**src/design/fctp_pkg.sv**
```systemverilog
// Package for the FLAC comment tag parser: phase encoding, result kinds,
// magic and tag name tables. No dependencies.
package fctp_pkg;

  typedef enum logic [10:0] {
    PH_MAGIC  = 11'b000_0000_0001,
    PH_HDR    = 11'b000_0000_0010,
    PH_SKIP   = 11'b000_0000_0100,
    PH_VLEN   = 11'b000_0000_1000,
    PH_VENDOR = 11'b000_0001_0000,
    PH_COUNT  = 11'b000_0010_0000,
    PH_CLEN   = 11'b000_0100_0000,
    PH_KEY    = 11'b000_1000_0000,
    PH_VEMIT  = 11'b001_0000_0000,
    PH_VSKIP  = 11'b010_0000_0000,
    PH_DONE   = 11'b100_0000_0000
  } phase_t;

  typedef enum logic [2:0] {
    K_BYTE      = 3'd0,
    K_EMPTY     = 3'd1,
    K_SUCCESS   = 3'd2,
    K_NOCOMMENT = 3'd3,
    K_NOTFLAC   = 3'd4,
    K_TRUNC     = 3'd5
  } kind_t;

  localparam int NTAGS = 7;
  localparam int NAME_CHARS = 11;
  localparam logic [6:0] COMMENT_TYPE = 7'd4;
  localparam logic [7:0] EQUALS_CHAR = 8'h3D;

  typedef struct packed {
    logic       vld;
    kind_t      kind;
    logic [2:0] tag;
    logic [7:0] byte_val;
    logic       lastv;
  } result_t;

  function automatic logic [7:0] magic_byte(input logic [1:0] idx);
    case (idx)
      2'd0:    magic_byte = 8'h66;
      2'd1:    magic_byte = 8'h4c;
      2'd2:    magic_byte = 8'h61;
      default: magic_byte = 8'h43;
    endcase
  endfunction

  function automatic logic [3:0] tag_len(input logic [2:0] t);
    case (t)
      3'd0:    tag_len = 4'd5;
      3'd1:    tag_len = 4'd6;
      3'd2:    tag_len = 4'd5;
      3'd3:    tag_len = 4'd4;
      3'd4:    tag_len = 4'd7;
      3'd5:    tag_len = 4'd11;
      default: tag_len = 4'd5;
    endcase
  endfunction

  // Character of tag t at position p; zero beyond the name.
  function automatic logic [7:0] tag_char(input logic [2:0] t, input logic [3:0] p);
    logic [87:0] s;
    s = '0;
    case (t)
      3'd0:    s = {"title", 48'd0};
      3'd1:    s = {"artist", 40'd0};
      3'd2:    s = {"album", 48'd0};
      3'd3:    s = {"date", 56'd0};
      3'd4:    s = {"comment", 32'd0};
      3'd5:    s = "tracknumber";
      default: s = {"genre", 48'd0};
    endcase
    if (p < 4'(NAME_CHARS)) tag_char = s[87 - 8 * int'(p) -: 8];
    else tag_char = 8'd0;
  endfunction

endpackage

```
**src/design/fctp_key_match.sv**
```systemverilog
// Key matcher: folds one key character and clears match bits of names that
// differ; also resolves the matched tag at '='. Uses fctp_pkg.
module fctp_key_match import fctp_pkg::*; #(
  parameter int MAX_KEY_CHARS = 12
) (
  input  logic [7:0] chr,
  input  logic [3:0] key_pos,
  input  logic [6:0] match_in,
  output logic [6:0] match_out,
  output logic [3:0] key_pos_out,
  output logic       matched,
  output logic [2:0] matched_tag
);

  logic [7:0] folded;

  always_comb begin
    folded = (chr >= 8'h41 && chr <= 8'h5A) ? chr + 8'd32 : chr;
    match_out   = match_in;
    key_pos_out = key_pos;
    if (5'(key_pos) < 5'(MAX_KEY_CHARS)) begin
      for (int i = 0; i < NTAGS; i++) begin
        if (key_pos >= tag_len(3'(i)) || tag_char(3'(i), key_pos) != folded)
          match_out[i] = 1'b0;
      end
      key_pos_out = key_pos + 4'd1;
    end
    matched     = 1'b0;
    matched_tag = 3'd0;
    for (int i = NTAGS - 1; i >= 0; i--) begin
      if (match_in[i] && key_pos == tag_len(3'(i))) begin
        matched     = 1'b1;
        matched_tag = 3'(i);
      end
    end
  end

endmodule

```
**src/design/flac_comment_tag_parser.sv**
```systemverilog
// FLAC comment tag parser top level: byte-wide parse state, result skid.
// Depends on fctp_pkg and fctp_key_match.
//
// Usage: one file byte per input word on in_* (valid/ready); in_start_of_stream
// restarts parsing at the magic check, in_end_of_stream marks the last byte.
// Each byte yields zero, one or two result words on out_* (valid/ready);
// out_last_of_run flags the final word for a byte. The user must write the
// limit register through cfg_valid/cfg_ready/cfg_value_byte_limit only while
// idle, which the block itself does not enforce. A byte's results are
// registered into the result buffer as the byte is accepted. Input runs one
// byte per cycle while the receiver takes every result; a byte with two
// results fills the two-word buffer, and the input waits until one word drains.
// Reset (rst_n low, synchronous) sets the limit to 255, clears the parse state
// to the magic check and empties the result buffer.
// When the receiver stalls, results hold and in_ready drops once the buffer
// cannot take a full run of two words.
module flac_comment_tag_parser import fctp_pkg::*; #(
  parameter int MAX_KEY_CHARS = 12
) (
  input  logic        clk,
  input  logic        rst_n,
  input  logic        in_valid,
  output logic        in_ready,
  input  logic [7:0]  in_data_byte,
  input  logic        in_start_of_stream,
  input  logic        in_end_of_stream,
  output logic        out_valid,
  input  logic        out_ready,
  output logic [2:0]  out_kind,
  output logic [2:0]  out_tag_id,
  output logic [7:0]  out_value_byte,
  output logic        out_last_of_value,
  output logic        out_last_of_run,
  input  logic        cfg_valid,
  output logic        cfg_ready,
  input  logic [15:0] cfg_value_byte_limit
);

  logic [15:0] limit_r;
  phase_t      phase_r, phase_nxt;
  logic [1:0]  fidx_r, fidx_nxt;
  logic [23:0] blk_r, blk_nxt;
  logic [31:0] word_r, word_nxt;
  logic [31:0] ccnt_r, ccnt_nxt;
  logic [31:0] cbytes_r, cbytes_nxt;
  logic [3:0]  kpos_r, kpos_nxt;
  logic [6:0]  mbits_r, mbits_nxt;
  logic [15:0] emit_r, emit_nxt;
  logic [2:0]  tag_r, tag_nxt;

  // two-entry result buffer
  result_t     q_r [2];
  result_t     q_nxt [2];
  logic        qlast_r [2];
  logic        qlast_nxt [2];
  logic [1:0]  qcnt_r, qcnt_nxt;
  logic [1:0]  qc;

  result_t     r0, r1;
  logic        take;

  phase_t      ph;
  logic [1:0]  fi;
  logic [23:0] bl;
  logic [31:0] wa, ca, cb, wle, cb_dec;
  logic [3:0]  kp;
  logic [6:0]  mb;
  logic [15:0] ec, lim;
  logic [2:0]  tg;
  logic [31:0] hdr;
  logic        word_done;

  logic [6:0]  km_match;
  logic [3:0]  km_pos;
  logic        km_hit;
  logic [2:0]  km_tag;

  fctp_key_match #(.MAX_KEY_CHARS(MAX_KEY_CHARS)) u_km (
    .chr        (in_data_byte),
    .key_pos    (kp),
    .match_in   (mb),
    .match_out  (km_match),
    .key_pos_out(km_pos),
    .matched    (km_hit),
    .matched_tag(km_tag)
  );

  assign cfg_ready = 1'b1;
  assign in_ready  = (qcnt_r == 2'd0) || (qcnt_r == 2'd1 && out_ready);
  assign take      = in_valid && in_ready;

  always_comb begin
    ph = phase_r; fi = fidx_r; bl = blk_r; wa = word_r; ca = ccnt_r;
    cb = cbytes_r; kp = kpos_r; mb = mbits_r; ec = emit_r; tg = tag_r;
    if (in_start_of_stream) begin
      ph = PH_MAGIC; fi = '0; bl = '0; wa = '0; ca = '0; cb = '0;
      kp = '0; mb = '1; ec = '0; tg = '0;
    end
    phase_nxt = ph; fidx_nxt = fi; blk_nxt = bl; word_nxt = wa; ccnt_nxt = ca;
    cbytes_nxt = cb; kpos_nxt = kp; mbits_nxt = mb; emit_nxt = ec; tag_nxt = tg;
    r0 = '0; r1 = '0;
    lim = (limit_r == 16'd0) ? 16'd1 : limit_r;
    cb_dec = cb - 32'd1;
    hdr = (fi == 2'd0) ? 32'd0 : wa;
    hdr[31 - 8 * int'(fi) -: 8] = in_data_byte;
    wle = (fi == 2'd0) ? 32'd0 : wa;
    wle[8 * int'(fi) +: 8] = in_data_byte;
    word_done = (fi == 2'd3);

    case (ph)
      PH_MAGIC: begin
        if (in_data_byte != magic_byte(fi)) begin
          r0.vld = 1'b1; r0.kind = K_NOTFLAC; phase_nxt = PH_DONE;
        end else if (fi == 2'd3) begin
          phase_nxt = PH_HDR; fidx_nxt = '0;
        end else begin
          fidx_nxt = fi + 2'd1;
        end
      end
      PH_HDR: begin
        word_nxt = hdr;
        fidx_nxt = fi + 2'd1;
        if (word_done) begin
          blk_nxt = hdr[23:0];
          if (hdr[30:24] == COMMENT_TYPE) begin
            phase_nxt = PH_VLEN; fidx_nxt = '0;
          end else if (hdr[31]) begin
            r0.vld = 1'b1; r0.kind = K_NOCOMMENT; phase_nxt = PH_DONE;
          end else if (hdr[23:0] != 24'd0) begin
            phase_nxt = PH_SKIP;
          end
        end
      end
      PH_SKIP: begin
        blk_nxt = bl - 24'd1;
        if (blk_nxt == 24'd0) begin
          phase_nxt = PH_HDR; fidx_nxt = '0;
        end
      end
      PH_VLEN: begin
        word_nxt = wle; fidx_nxt = fi + 2'd1;
        if (word_done) begin
          cbytes_nxt = wle;
          phase_nxt = (wle != 32'd0) ? PH_VENDOR : PH_COUNT;
        end
      end
      PH_VENDOR: begin
        cbytes_nxt = cb_dec;
        if (cb_dec == 32'd0) begin
          phase_nxt = PH_COUNT; fidx_nxt = '0;
        end
      end
      PH_COUNT: begin
        word_nxt = wle; fidx_nxt = fi + 2'd1;
        if (word_done) begin
          ccnt_nxt = wle;
          if (wle == 32'd0) begin
            r0.vld = 1'b1; r0.kind = K_SUCCESS; phase_nxt = PH_DONE;
          end else begin
            phase_nxt = PH_CLEN; fidx_nxt = '0;
          end
        end
      end
      default: begin
        // comment phases: CLEN, KEY, VEMIT, VSKIP share the end-of-comment step
        if (ph == PH_DONE) begin
          phase_nxt = PH_DONE;
        end else begin
          logic ended;
          ended = 1'b0;
          if (ph == PH_CLEN) begin
            word_nxt = wle; fidx_nxt = fi + 2'd1;
            if (word_done) begin
              cbytes_nxt = wle; kpos_nxt = '0; mbits_nxt = '1;
              if (wle == 32'd0) ended = 1'b1;
              else phase_nxt = PH_KEY;
            end
          end else if (ph == PH_KEY) begin
            cbytes_nxt = cb_dec;
            if (in_data_byte == EQUALS_CHAR) begin
              emit_nxt = '0;
              if (km_hit) tag_nxt = km_tag;
              if (cb_dec == 32'd0) begin
                if (km_hit) begin
                  r0.vld = 1'b1; r0.kind = K_EMPTY; r0.tag = km_tag;
                end
                ended = 1'b1;
              end else begin
                phase_nxt = km_hit ? PH_VEMIT : PH_VSKIP;
              end
            end else begin
              mbits_nxt = km_match; kpos_nxt = km_pos;
              if (cb_dec == 32'd0) ended = 1'b1;
            end
          end else if (ph == PH_VEMIT) begin
            cbytes_nxt = cb_dec;
            if (ec < lim) begin
              emit_nxt = ec + 16'd1;
              r0.vld = 1'b1; r0.kind = K_BYTE; r0.tag = tg;
              r0.byte_val = in_data_byte;
              r0.lastv = (cb_dec == 32'd0) || (emit_nxt == lim);
            end
            if (cb_dec == 32'd0) ended = 1'b1;
          end else if (ph == PH_VSKIP) begin
            cbytes_nxt = cb_dec;
            if (cb_dec == 32'd0) ended = 1'b1;
          end
          if (ended) begin
            ccnt_nxt = ca - 32'd1;
            if (ccnt_nxt == 32'd0) begin
              // success goes after any value result of this byte
              if (r0.vld) begin
                r1.vld = 1'b1; r1.kind = K_SUCCESS;
              end else begin
                r0.vld = 1'b1; r0.kind = K_SUCCESS;
              end
              phase_nxt = PH_DONE;
            end else begin
              phase_nxt = PH_CLEN; fidx_nxt = '0;
            end
          end
        end
      end
    endcase

    if (in_end_of_stream && phase_nxt != PH_DONE) begin
      if (!r0.vld) begin
        r0.vld = 1'b1; r0.kind = K_TRUNC;
      end else if (!r1.vld) begin
        r1.vld = 1'b1; r1.kind = K_TRUNC;
      end
      phase_nxt = PH_DONE;
    end
  end

  // drain one word, then append this byte's run
  always_comb begin
    q_nxt[0] = q_r[0]; q_nxt[1] = q_r[1];
    qlast_nxt[0] = qlast_r[0]; qlast_nxt[1] = qlast_r[1];
    qc = qcnt_r;
    if (out_valid && out_ready) begin
      q_nxt[0] = q_r[1]; qlast_nxt[0] = qlast_r[1];
      qc = qc - 2'd1;
    end
    if (take && r0.vld) begin
      q_nxt[qc[0]] = r0; qlast_nxt[qc[0]] = !r1.vld;
      if (r1.vld) begin
        q_nxt[1] = r1; qlast_nxt[1] = 1'b1;
        qc = 2'd2;
      end else begin
        qc = qc + 2'd1;
      end
    end
    qcnt_nxt = qc;
  end

  always_ff @(posedge clk) begin
    if (!rst_n) begin
      limit_r <= 16'd255;
      phase_r <= PH_MAGIC; fidx_r <= '0; blk_r <= '0; word_r <= '0;
      ccnt_r <= '0; cbytes_r <= '0; kpos_r <= '0; mbits_r <= '1;
      emit_r <= '0; tag_r <= '0;
      qcnt_r <= '0;
    end else begin
      if (cfg_valid) limit_r <= cfg_value_byte_limit;
      if (take) begin
        phase_r <= phase_nxt; fidx_r <= fidx_nxt; blk_r <= blk_nxt;
        word_r <= word_nxt; ccnt_r <= ccnt_nxt; cbytes_r <= cbytes_nxt;
        kpos_r <= kpos_nxt; mbits_r <= mbits_nxt; emit_r <= emit_nxt;
        tag_r <= tag_nxt;
      end
      q_r[0] <= q_nxt[0]; q_r[1] <= q_nxt[1];
      qlast_r[0] <= qlast_nxt[0]; qlast_r[1] <= qlast_nxt[1];
      qcnt_r <= qcnt_nxt;
    end
  end

  assign out_valid         = (qcnt_r != 2'd0);
  assign out_kind          = q_r[0].kind;
  assign out_tag_id        = q_r[0].tag;
  assign out_value_byte    = q_r[0].byte_val;
  assign out_last_of_value = q_r[0].lastv;
  assign out_last_of_run   = qlast_r[0];

endmodule

```
**config.mk**
```make
export PLATFORM = sky130hd
export DESIGN_NAME = flac_comment_tag_parser
export DESIGN_NICKNAME = d
export VERILOG_FILES = /design/src/design/fctp_pkg.sv /design/src/design/fctp_key_match.sv /design/src/design/flac_comment_tag_parser.sv
export SDC_FILE = /design/constraint.sdc
export NUM_CORES = 1
export LEC_CHECK = 0
export BUFFER_PORTS_ARGS = -buffer_cell sky130_fd_sc_hd__buf_2
export CAP_MARGIN = 20
export CORE_ASPECT_RATIO = 1.2
export CORE_MARGIN = 3
export CORE_UTILIZATION = 40
export CTS_BUF_LIST = sky130_fd_sc_hd__clkbuf_8
export DETAILED_ROUTE_END_ITERATION = 10
export PLACE_DENSITY_LB_ADDON = 0.2
export SLEW_MARGIN = 20
export SYNTH_ARGS = -nofsm -noshare
export SYNTH_HDL_FRONTEND = slang
export SYNTH_SLANG_ARGS = --single-unit
```
**constraint.sdc**
```tcl
create_clock -name clk -period 15.1 [get_ports clk]
set_input_delay 0.755 -clock clk [delete_from_list [all_inputs] [get_ports clk]]
set_output_delay 0.755 -clock clk [all_outputs]
set_load 0.02 [all_outputs]
```
# After elaboration in Yosys (flattened, before gate mapping)
# Memories as Yosys holds them, arrays and structs flattened.
# Cells that the tools add are included.
classes:
  add_sub_neg: 13
  order_cmp: 12
  eq_ne: 32
  n_shift: 11
  muxes: 201
  n_bitwise: 1
  n_reduce_logical: 40
ops:
  columns: ["operator", "count"]
  rows:
  - ["$shiftx 95x32->8", 7]
  - ["$mux 88", 7]
  - ["$mux 32", 16]
  - ["$mux 16", 18]
  - ["$mux 11", 22]
  - ["$pmux 32 s3", 2]
  - ["$mux 8", 16]
  - ["$mux 4", 29]
  - ["$bwmux 32", 3]
  - ["$logic_not 32->1", 3]
  - ["$mux 7", 12]
  - ["$pmux 11 s6", 1]
  - ["$ne 8x8->1", 8]
  - ["$pmux 32 s2", 1]
  - ["$sub 32x1->32 const B", 2]
  - ["$mux 3", 17]
  - ["$mux 24", 2]
  - ["$pmux 24 s2", 1]
  - ["$shift 8x33->39 const A", 1]
  - ["$shiftx 8x33->39", 1]
  - ["$mux 2", 17]
  - ["$neg 5->33", 1]
  - ["$neg 6->33", 1]
  - ["$shift 8x33->32 const A", 1]
  - ["other kinds (61)", 121]
totals:
  ff_bits: 181
  ramBits: 34
  input_bits: 31
  elab_cells: 324
  memories: 2
memory_table:
  columns: ["memory", "words", "width", "rd", "rd_ports_with_merged_regs", "write_ports", "line", "rtl"]
  rows:
  - ["q_r", 2, 16, 2, 0, 2, "flac_comment_tag_parser.sv:52", "result_t q_r [2];"]
  - ["qlast_r", 2, 1, 2, 0, 2, "flac_comment_tag_parser.sv:54", "logic qlast_r [2];"]

# Logic depth before layout (Yosys ltp)
# Gate-level depths: netlist of run 1.
logic_depth:
  word_depth: 29
  ltp_mapped: 27
  depth_no_buf: 15

# Hierarchy
# A second synthesis of run 1 with hierarchy kept.
hier_totals:
  hier_cells: 2860
  hier_area_um2: 20189.4
modules_own_cells:
  columns: ["module", "instances", "cells_per_inst", "area_per_inst_um2", "seq_area_each_um2"]
  rows:
  - ["flac_comment_tag_parser", 1, 2556, 18276.3, 4584.4]
  - ["fctp_key_match", 1, 304, 1913.1, 0.0]

# Worst setup path before layout of run 1
# No wires, ideal clock.
synth_path:
  path_kind: "input port to flip-flop"
  start: "input port in_start_of_stream"
  end: "memory qlast_r[1][0] (netlist: qlast_r[0][1]), data pin"
  arrival_ns: 6.282
  required_time_ns: 14.835
  slack_ns: 8.553
  path_stages: 24
  n_path_buf: 10
  cell_sequence: "buf_6 > buf_8 > clkbuf_1 > clkbuf_1 > buf_6 > buf_6 > clkbuf_1 > clkbuf_1 > nor2_1 > inv_1 > ha_1 > clkbuf_1 > or4b_1 > and3_1 > or4_1 > nand2_1 > nand3_1 > or4_1 > o31ai_4 > o311ai_0 > o41a_1 > buf_6 > a21bo_4 > or3_1"
synth_lines:
  columns: ["element", "line", "rtl"]
  rows:
  - ["start: declaration", "flac_comment_tag_parser.sv:25", "input logic in_start_of_stream,"]
  - ["end: declaration", "flac_comment_tag_parser.sv:54", null]

==> results of run 1 <==
-- layout by cell type (no fill, tap or decap), drive strengths merged, types with 18 or more instances in the layout --
master	netlist	layout
o31ai	25	25
clkbuf	228	55
dfxtp	181	181
nand2	280	280
nor4	67	67
o22ai	42	42
o221ai	19	19
o21ai	265	265
a32oi	22	22
a221oi	25	25
edfxtp	32	32
ha	39	39
or2	21	21
a31oi	44	44
a21o	18	18
nor3	88	88
mux2i	51	51
nor2b	60	60
a211oi	22	22
inv	50	59
nor2	321	321
buf	54	113
a21oi	261	261
or3	32	32
nand4	34	34
o211ai	34	34
or4	32	32
nand3	72	72
xnor2	68	68
and3	37	37
and2	25	25
nand2b	21	21
xor2	28	28
a22oi	96	96
-- power by group through the flow --
| stage | clock [W] | combinational, W | sequential, W |
|---|---|---|---|
| floorplan | 0 | 0.000912 | 0.000729 |
| global placement | 0 | 0.00121 | 0.000782 |
| detailed placement | 0 | 0.00122 | 0.000784 |
| CTS | 0.000686 | 0.00123 | 0.000772 |
| global route | 0.000704 | 0.00135 | 0.000786 |
| finish | 0.000668 | 0.00125 | 0.000778 |
-- worst paths after layout --
| kind | startpoint | end | slack (ns) |
|---|---|---|---|
| min | cfg_value_byte_limit[3] | limit_r[3] | 0.35 |
| max | in_start_of_stream | q_r[0][11] | 7.93 |
| max reg2reg | fidx_r[0] | q_r[0][11] | 8.21 |
| min reg2reg | tag_r[2] | tag_r[2] | 0.48 |
-- layout make-up --
class | instances | area [µm²]
antenna | 1 | 2.50
clock buffer | 55 | 757
clock inverter | 24 | 164
fill | 5273 | 28700
inverter | 54 | 206
multi-input combinational | 2399 | 14600
sequential | 213 | 4580
tap | 644 | 806
timing repair buffer | 113 | 734
-- registers in the layout, summed over array words and instances, names as in the netlist, named ones only --
name / cells
blk_r: 24
emit_r: 16
limit_r: 16
tag_r: 3
fidx_r: 2
phase_r: 11
qlast_r: 2
qcnt_r: 2
cbytes_r: 32
ccnt_r: 32
q_r: 27
mbits_r: 7
word_r: 32
kpos_r: 4
-- kinds of logic after synthesis --
family | Yosys count
AOI/OAI and AO/OA | 1034
xor gates and xnor gates | 96
adders and majority gates | 39
buffers and inverters | 337
DFF | 213
muxes | 55
other | 1
and+or+nand+nor | 1174
-- stage by stage --
stage          power (W)  area, µm²
2_1_floorplan    0.00164      20500
3_3_place_gp     0.00199      20900
3_5_place_dp     0.00200      20900
4_1_cts          0.00268      21800
5_1_grt          0.00284      21800
6_report         0.00270      21800
-- worst min-delay path: stages --
cell and delay, ns:
buf_2 0.07, nand2_1 0.04, o211ai_1 0.06
-- layer usage --
| layer | GRT usage | up-vias | routed length (µm) | share of wire |
|---|---|---|---|---|
| met2 | 0.540 | 1385 | 41900 | 0.45 |
| li1 | - | 10800 | - | - |
| met3 | 0.0563 | 324 | 8210 | 0.088 |
| met5 | 0 | - | 0 | 0 |
| met4 | 0.204 | 0 | 6500 | 0.070 |
| met1 | 0.408 | 11400 | 36500 | 0.39 |
==> run metrics, run 1 <==
status=complete, no violations; Initial DRC Count=2889; final worst setup slack=7.93 ns; RSZ-0062 raised after global routing=no; crit-path cells=buf_6, nand2b_1, ha_1, nor3_1, a32o_1, or4_1, a2111oi_0, nand3_1, o32ai_1, or3_1, o41a_1, o211a_1, and2_1, mux2i_1; mux contribution to synthesized area=0.0271; fin cells=3503; critical path capture point type=flip-flop; WL/cell=26.6 µm; final core utilization=0.432; Final Wtd Congestion=1.00; net load switching power=0.00126 W; Clock Tree Root=clkbuf_8; Startpoint Class=primary input; Static Leak=7.62 nW; CP peak stage delay=0.95 ns; hpwl dp=63900 µm; remaining antenna violation count=0; Post-synth ARST share=0; Avg Inst Size Synth=6.96 µm²; switching share of power=0.466; Distinct cells, synth=98; WL final=93200 µm; DR DRC count=0; #FFs+latches synth=213; clock share of power=0.247; Initial DRT Pass Iterations=8; Worst Path Arrival=7.49 ns; hold buffer count at CTS=0; Hold WC Path Type=primary input to flip-flop; clock tree buffer depth=3; clock sink count=213; Ys Warns=0; worst-margin pin slew=1.15 ns; sequential share of power=0.288; Worst-path clk slew=0.06 ns; Synth Area in XOR/XNOR=0.0410; Place WS=7.57 ns; CTS tree=built; most frequent cell after synthesis=nor2_1; Area Overhead vs Synth=6.37%; initial antenna violation count=1; Core Box Area=0.0506 mm²; Fin Hold WS=0.350 ns; Placed Cells=3423; Slew HR=0.225; post-CTS setup buffers=0; Synth Area in Adders=0.0238; vias post-DR=23900; required time of the critical path=15.41 ns; first-pass GRT wire length=139000 µm; number of global-route vias before repair=22600; Site Rows=90; maxcap violations=0; H-tree Lvls=2; EDFF count, synth=32; Final Max Tran Viols=0; port bufs=48; Hold Vio Cnt, Final=0; Critical Path Stages=14; worst skew pair latency=0.64 ns; Mapped Area=0.0205 mm²; delay-heaviest family, CP=simple AND/OR/NAND/NOR gates; largest net degree at the start of global routing=81; Pint=0.00144 W; All-Layer GR Usage=0.332; Synth Area in Simple Gates=0.289; CP Max Fanout=80; Synth Area in Compound Gates=0.326; Hold Path Depth=3; fin crit share=0.475; Fin Setup TNS=0 ns; worst IR drop on VDD=0.107 mV; sequential fraction of the synthesis area=0.223; die width=213 µm; combinational family with the most area after synthesis=compound AO/OA/AOI/OAI gates; Via density=6.83; fmax=139 MHz; clock skew=0.0439 ns; share of layout cells above drive strength 1=0.0899; full die area=0.0541 mm²; largest area contributor in the netlist=dfxtp_1; CTS buffer count=43; GRT Residual Overflow=0; Setup violations, final=0; cells after synthesis=2949; critical path type=primary input to flip-flop; die height=254 µm; Final min period=7.17 ns; slowest CP cell=a2111oi_0; Main synth FF type=dfxtp_1; Power Dens Cells=124 mW/mm²; CP Buf/Inv Count=1; syn nets=3019; Synth top cells by count=321 x nor2_1, 280 x nand2_1, 261 x a21oi_1, 261 x o21ai_0, 227 x clkbuf_1; top-area cell type share of the netlist area=0.177; ranking of synthesized cells by area=dfxtp_1 18%, a21oi_1 6.4%, o21ai_0 6.4%; Logic pwr share=0.464; Final Net Count=2894; FF-to-FF path depth=13; initial core utilization=0.406; cts repair resizes=0; IO Count=50
Note: power is estimated with default switching activity, not from simulation.
==> run 2, diff against run 1 <==
==> constraint.sdc (replaced) <==
create_clock -name clk -period 5.85 [get_ports clk]
set_input_delay 0.2925 -clock clk [delete_from_list [all_inputs] [get_ports clk]]
set_output_delay 0.2925 -clock clk [all_outputs]
set_load 0.02 [all_outputs]
==> run metrics, run 2 (synthesis results as in run 1) <==
CP Buf/Inv Count=0; Initial DRC Count=2964; RSZ-0062 raised after global routing=no; IO Count=50; crit-path cells=or4_1, or4_1, nor4_1, mux2i_1, nand3_1, or4_1, o31ai_4, o311ai_0, o41a_1, a21bo_4, or3_1; fin cells=3565; Initial DRT Pass Iterations=9; Static Leak=7.91 nW; All-Layer GR Usage=0.330; Startpoint Class=flip-flop; Reg2Reg Capture Point=qlast_r[0][1]; port bufs=48; Via density=6.83; CP peak stage delay=0.70 ns; remaining antenna violation count=0; number of global-route vias before repair=22800; Hold WC Path Type=primary input to flip-flop; Placed Cells=3468; first-pass GRT wire length=139000 µm; Final Net Count=2956; HP Start=in_end_of_stream; full die area=0.0541 mm²; commonest cells after routing, fill and taps aside=321 x nor2_1, 278 x nand2_1, 261 x a21oi_1; Final Max Tran Viols=0; hpwl dp=63800 µm; WL/cell=26.0 µm; cts repair resizes=0; Final Wtd Congestion=1.02; status=complete, no violations; maxcap violations=0; commonest non-fill, non-tap cell in the layout=nor2_1; delay-heaviest family, CP=simple AND/OR/NAND/NOR gates; Site Rows=90; Worst-path clk slew=0.06 ns; hold buffer count at CTS=16; WHS Endpoint=phase_r[9]; fillcell total=5219; fmax=188 MHz; Hold Vio Cnt, Final=0; Clock Tree Root=clkbuf_8; worst IR drop on VDD=0.266 mV; slowest CP cell=or4_1; Fin Setup TNS=0 ns; GRT Residual Overflow=0; Finished Cell Area=0.0223 mm²; clock tree buffer depth=3; post-CTS setup buffers=0; Critical R2R Launch=cbytes_r[9]; die height=254 µm; clock sink count=213; worst skew pair latency=0.66 ns; worst-margin pin slew=1.21 ns; critical path capture point type=flip-flop; fin crit share=0.908; Final min period=5.31 ns; CTS tree=built; Setup violations, final=0; clock skew=0.0648 ns; die width=213 µm; FF-to-FF path depth=11; Top cell by count, worst path=or4_1; Area Overhead vs Synth=8.73%; CTS buffer count=43; Regs by FF count=cbytes_r: 32 flops, ccnt_r: 32 flops, word_r: 32 flops; Core Box Area=0.0506 mm²; Fin Hold WS=0.129 ns; Power Dens Cells=310 mW/mm²; initial antenna violation count=2; required time of the critical path=6.20 ns; Worst Path Arrival=5.66 ns; H-tree Lvls=2; share of layout cells above drive strength 1=0.102; critical path type=flip-flop to flip-flop; CP Max Fanout=16; initial core utilization=0.406; vias post-DR=24400; DP Area=0.0212 mm²; WL final=92500 µm; reg2reg setup slack=0.54 ns; Hold Path Depth=4; Slew HR=0.194; largest net degree at the start of global routing=97; DR DRC count=0
[run 2: cell count changes in the layout (fill, tap and decap cells not counted), sizes merged]
cell / change
bufinv: -2
inv: +4
clkinv: -5
dlygate4sd3: +16
clkinvlp: +1
buf: +46
clkbuf: +2
[run 2: worst max-delay path by stage]
stage          cells past startpoint  slack [ns]          startpoint       endpoint
3_5_place_dp                      17        0.71  in_start_of_stream  qlast_r[0][1]
6_report                          11        0.54         cbytes_r[9]  qlast_r[0][1]
2_1_floorplan                     24        0.04  in_start_of_stream  qlast_r[0][1]
3_3_place_gp                      17        0.73  in_start_of_stream  qlast_r[0][1]
5_1_grt                           11        0.40         cbytes_r[9]  qlast_r[0][1]
4_1_cts                           11        0.68         cbytes_r[9]  qlast_r[0][1]
[run 2: layer usage]
metal | vias up | wire (µm) | track usage
met1 | 11600 | 36400 | 0.414
met5 | - | 11 | 0
met2 | 1496 | 40100 | 0.510
met4 | 2 | 7090 | 0.222
met3 | 362 | 8920 | 0.0696
li1 | 10900 | - | -
[run 2: power by group]
group	switching [W]	internal, W
clock network	0.000758	0.000873
registers	0.000265	0.00172
logic	0.00217	0.00113
total	0.00319	0.00373
[run 2: worst min-delay path, stage by stage]
cell and delay [ns]:
buf_2 0.16, a21oi_1 0.05, a21oi_1 0.15, nor3_1 0.06
[run 2: layout make-up]
cell class | count | area (µm²) | share of cell area
Clock inverter | 22 | 105 | 0.00471
Clock buffer | 57 | 785 | 0.0352
Tap cell | 644 | 806 | 0.0361
Inverter | 54 | 206 | 0.00925
Antenna cell | 1 | 2.50 | 0.000112
Sequential cell | 213 | 4580 | 0.205
Timing Repair Buffer | 175 | 1260 | 0.0567
Multi-Input combinational cell | 2399 | 14600 | 0.653
[run 2: metrics by stage]
step	total power [W]	setup slack, ns	utilization
finish	0.00692	0.540	0.441
global route	0.00731	0.402	0.441
CTS	0.00684	0.683	0.441
detailed placement	0.00518	0.711	0.420
global placement	0.00514	0.729	0.420
floorplan	0.00424	0.0445	-
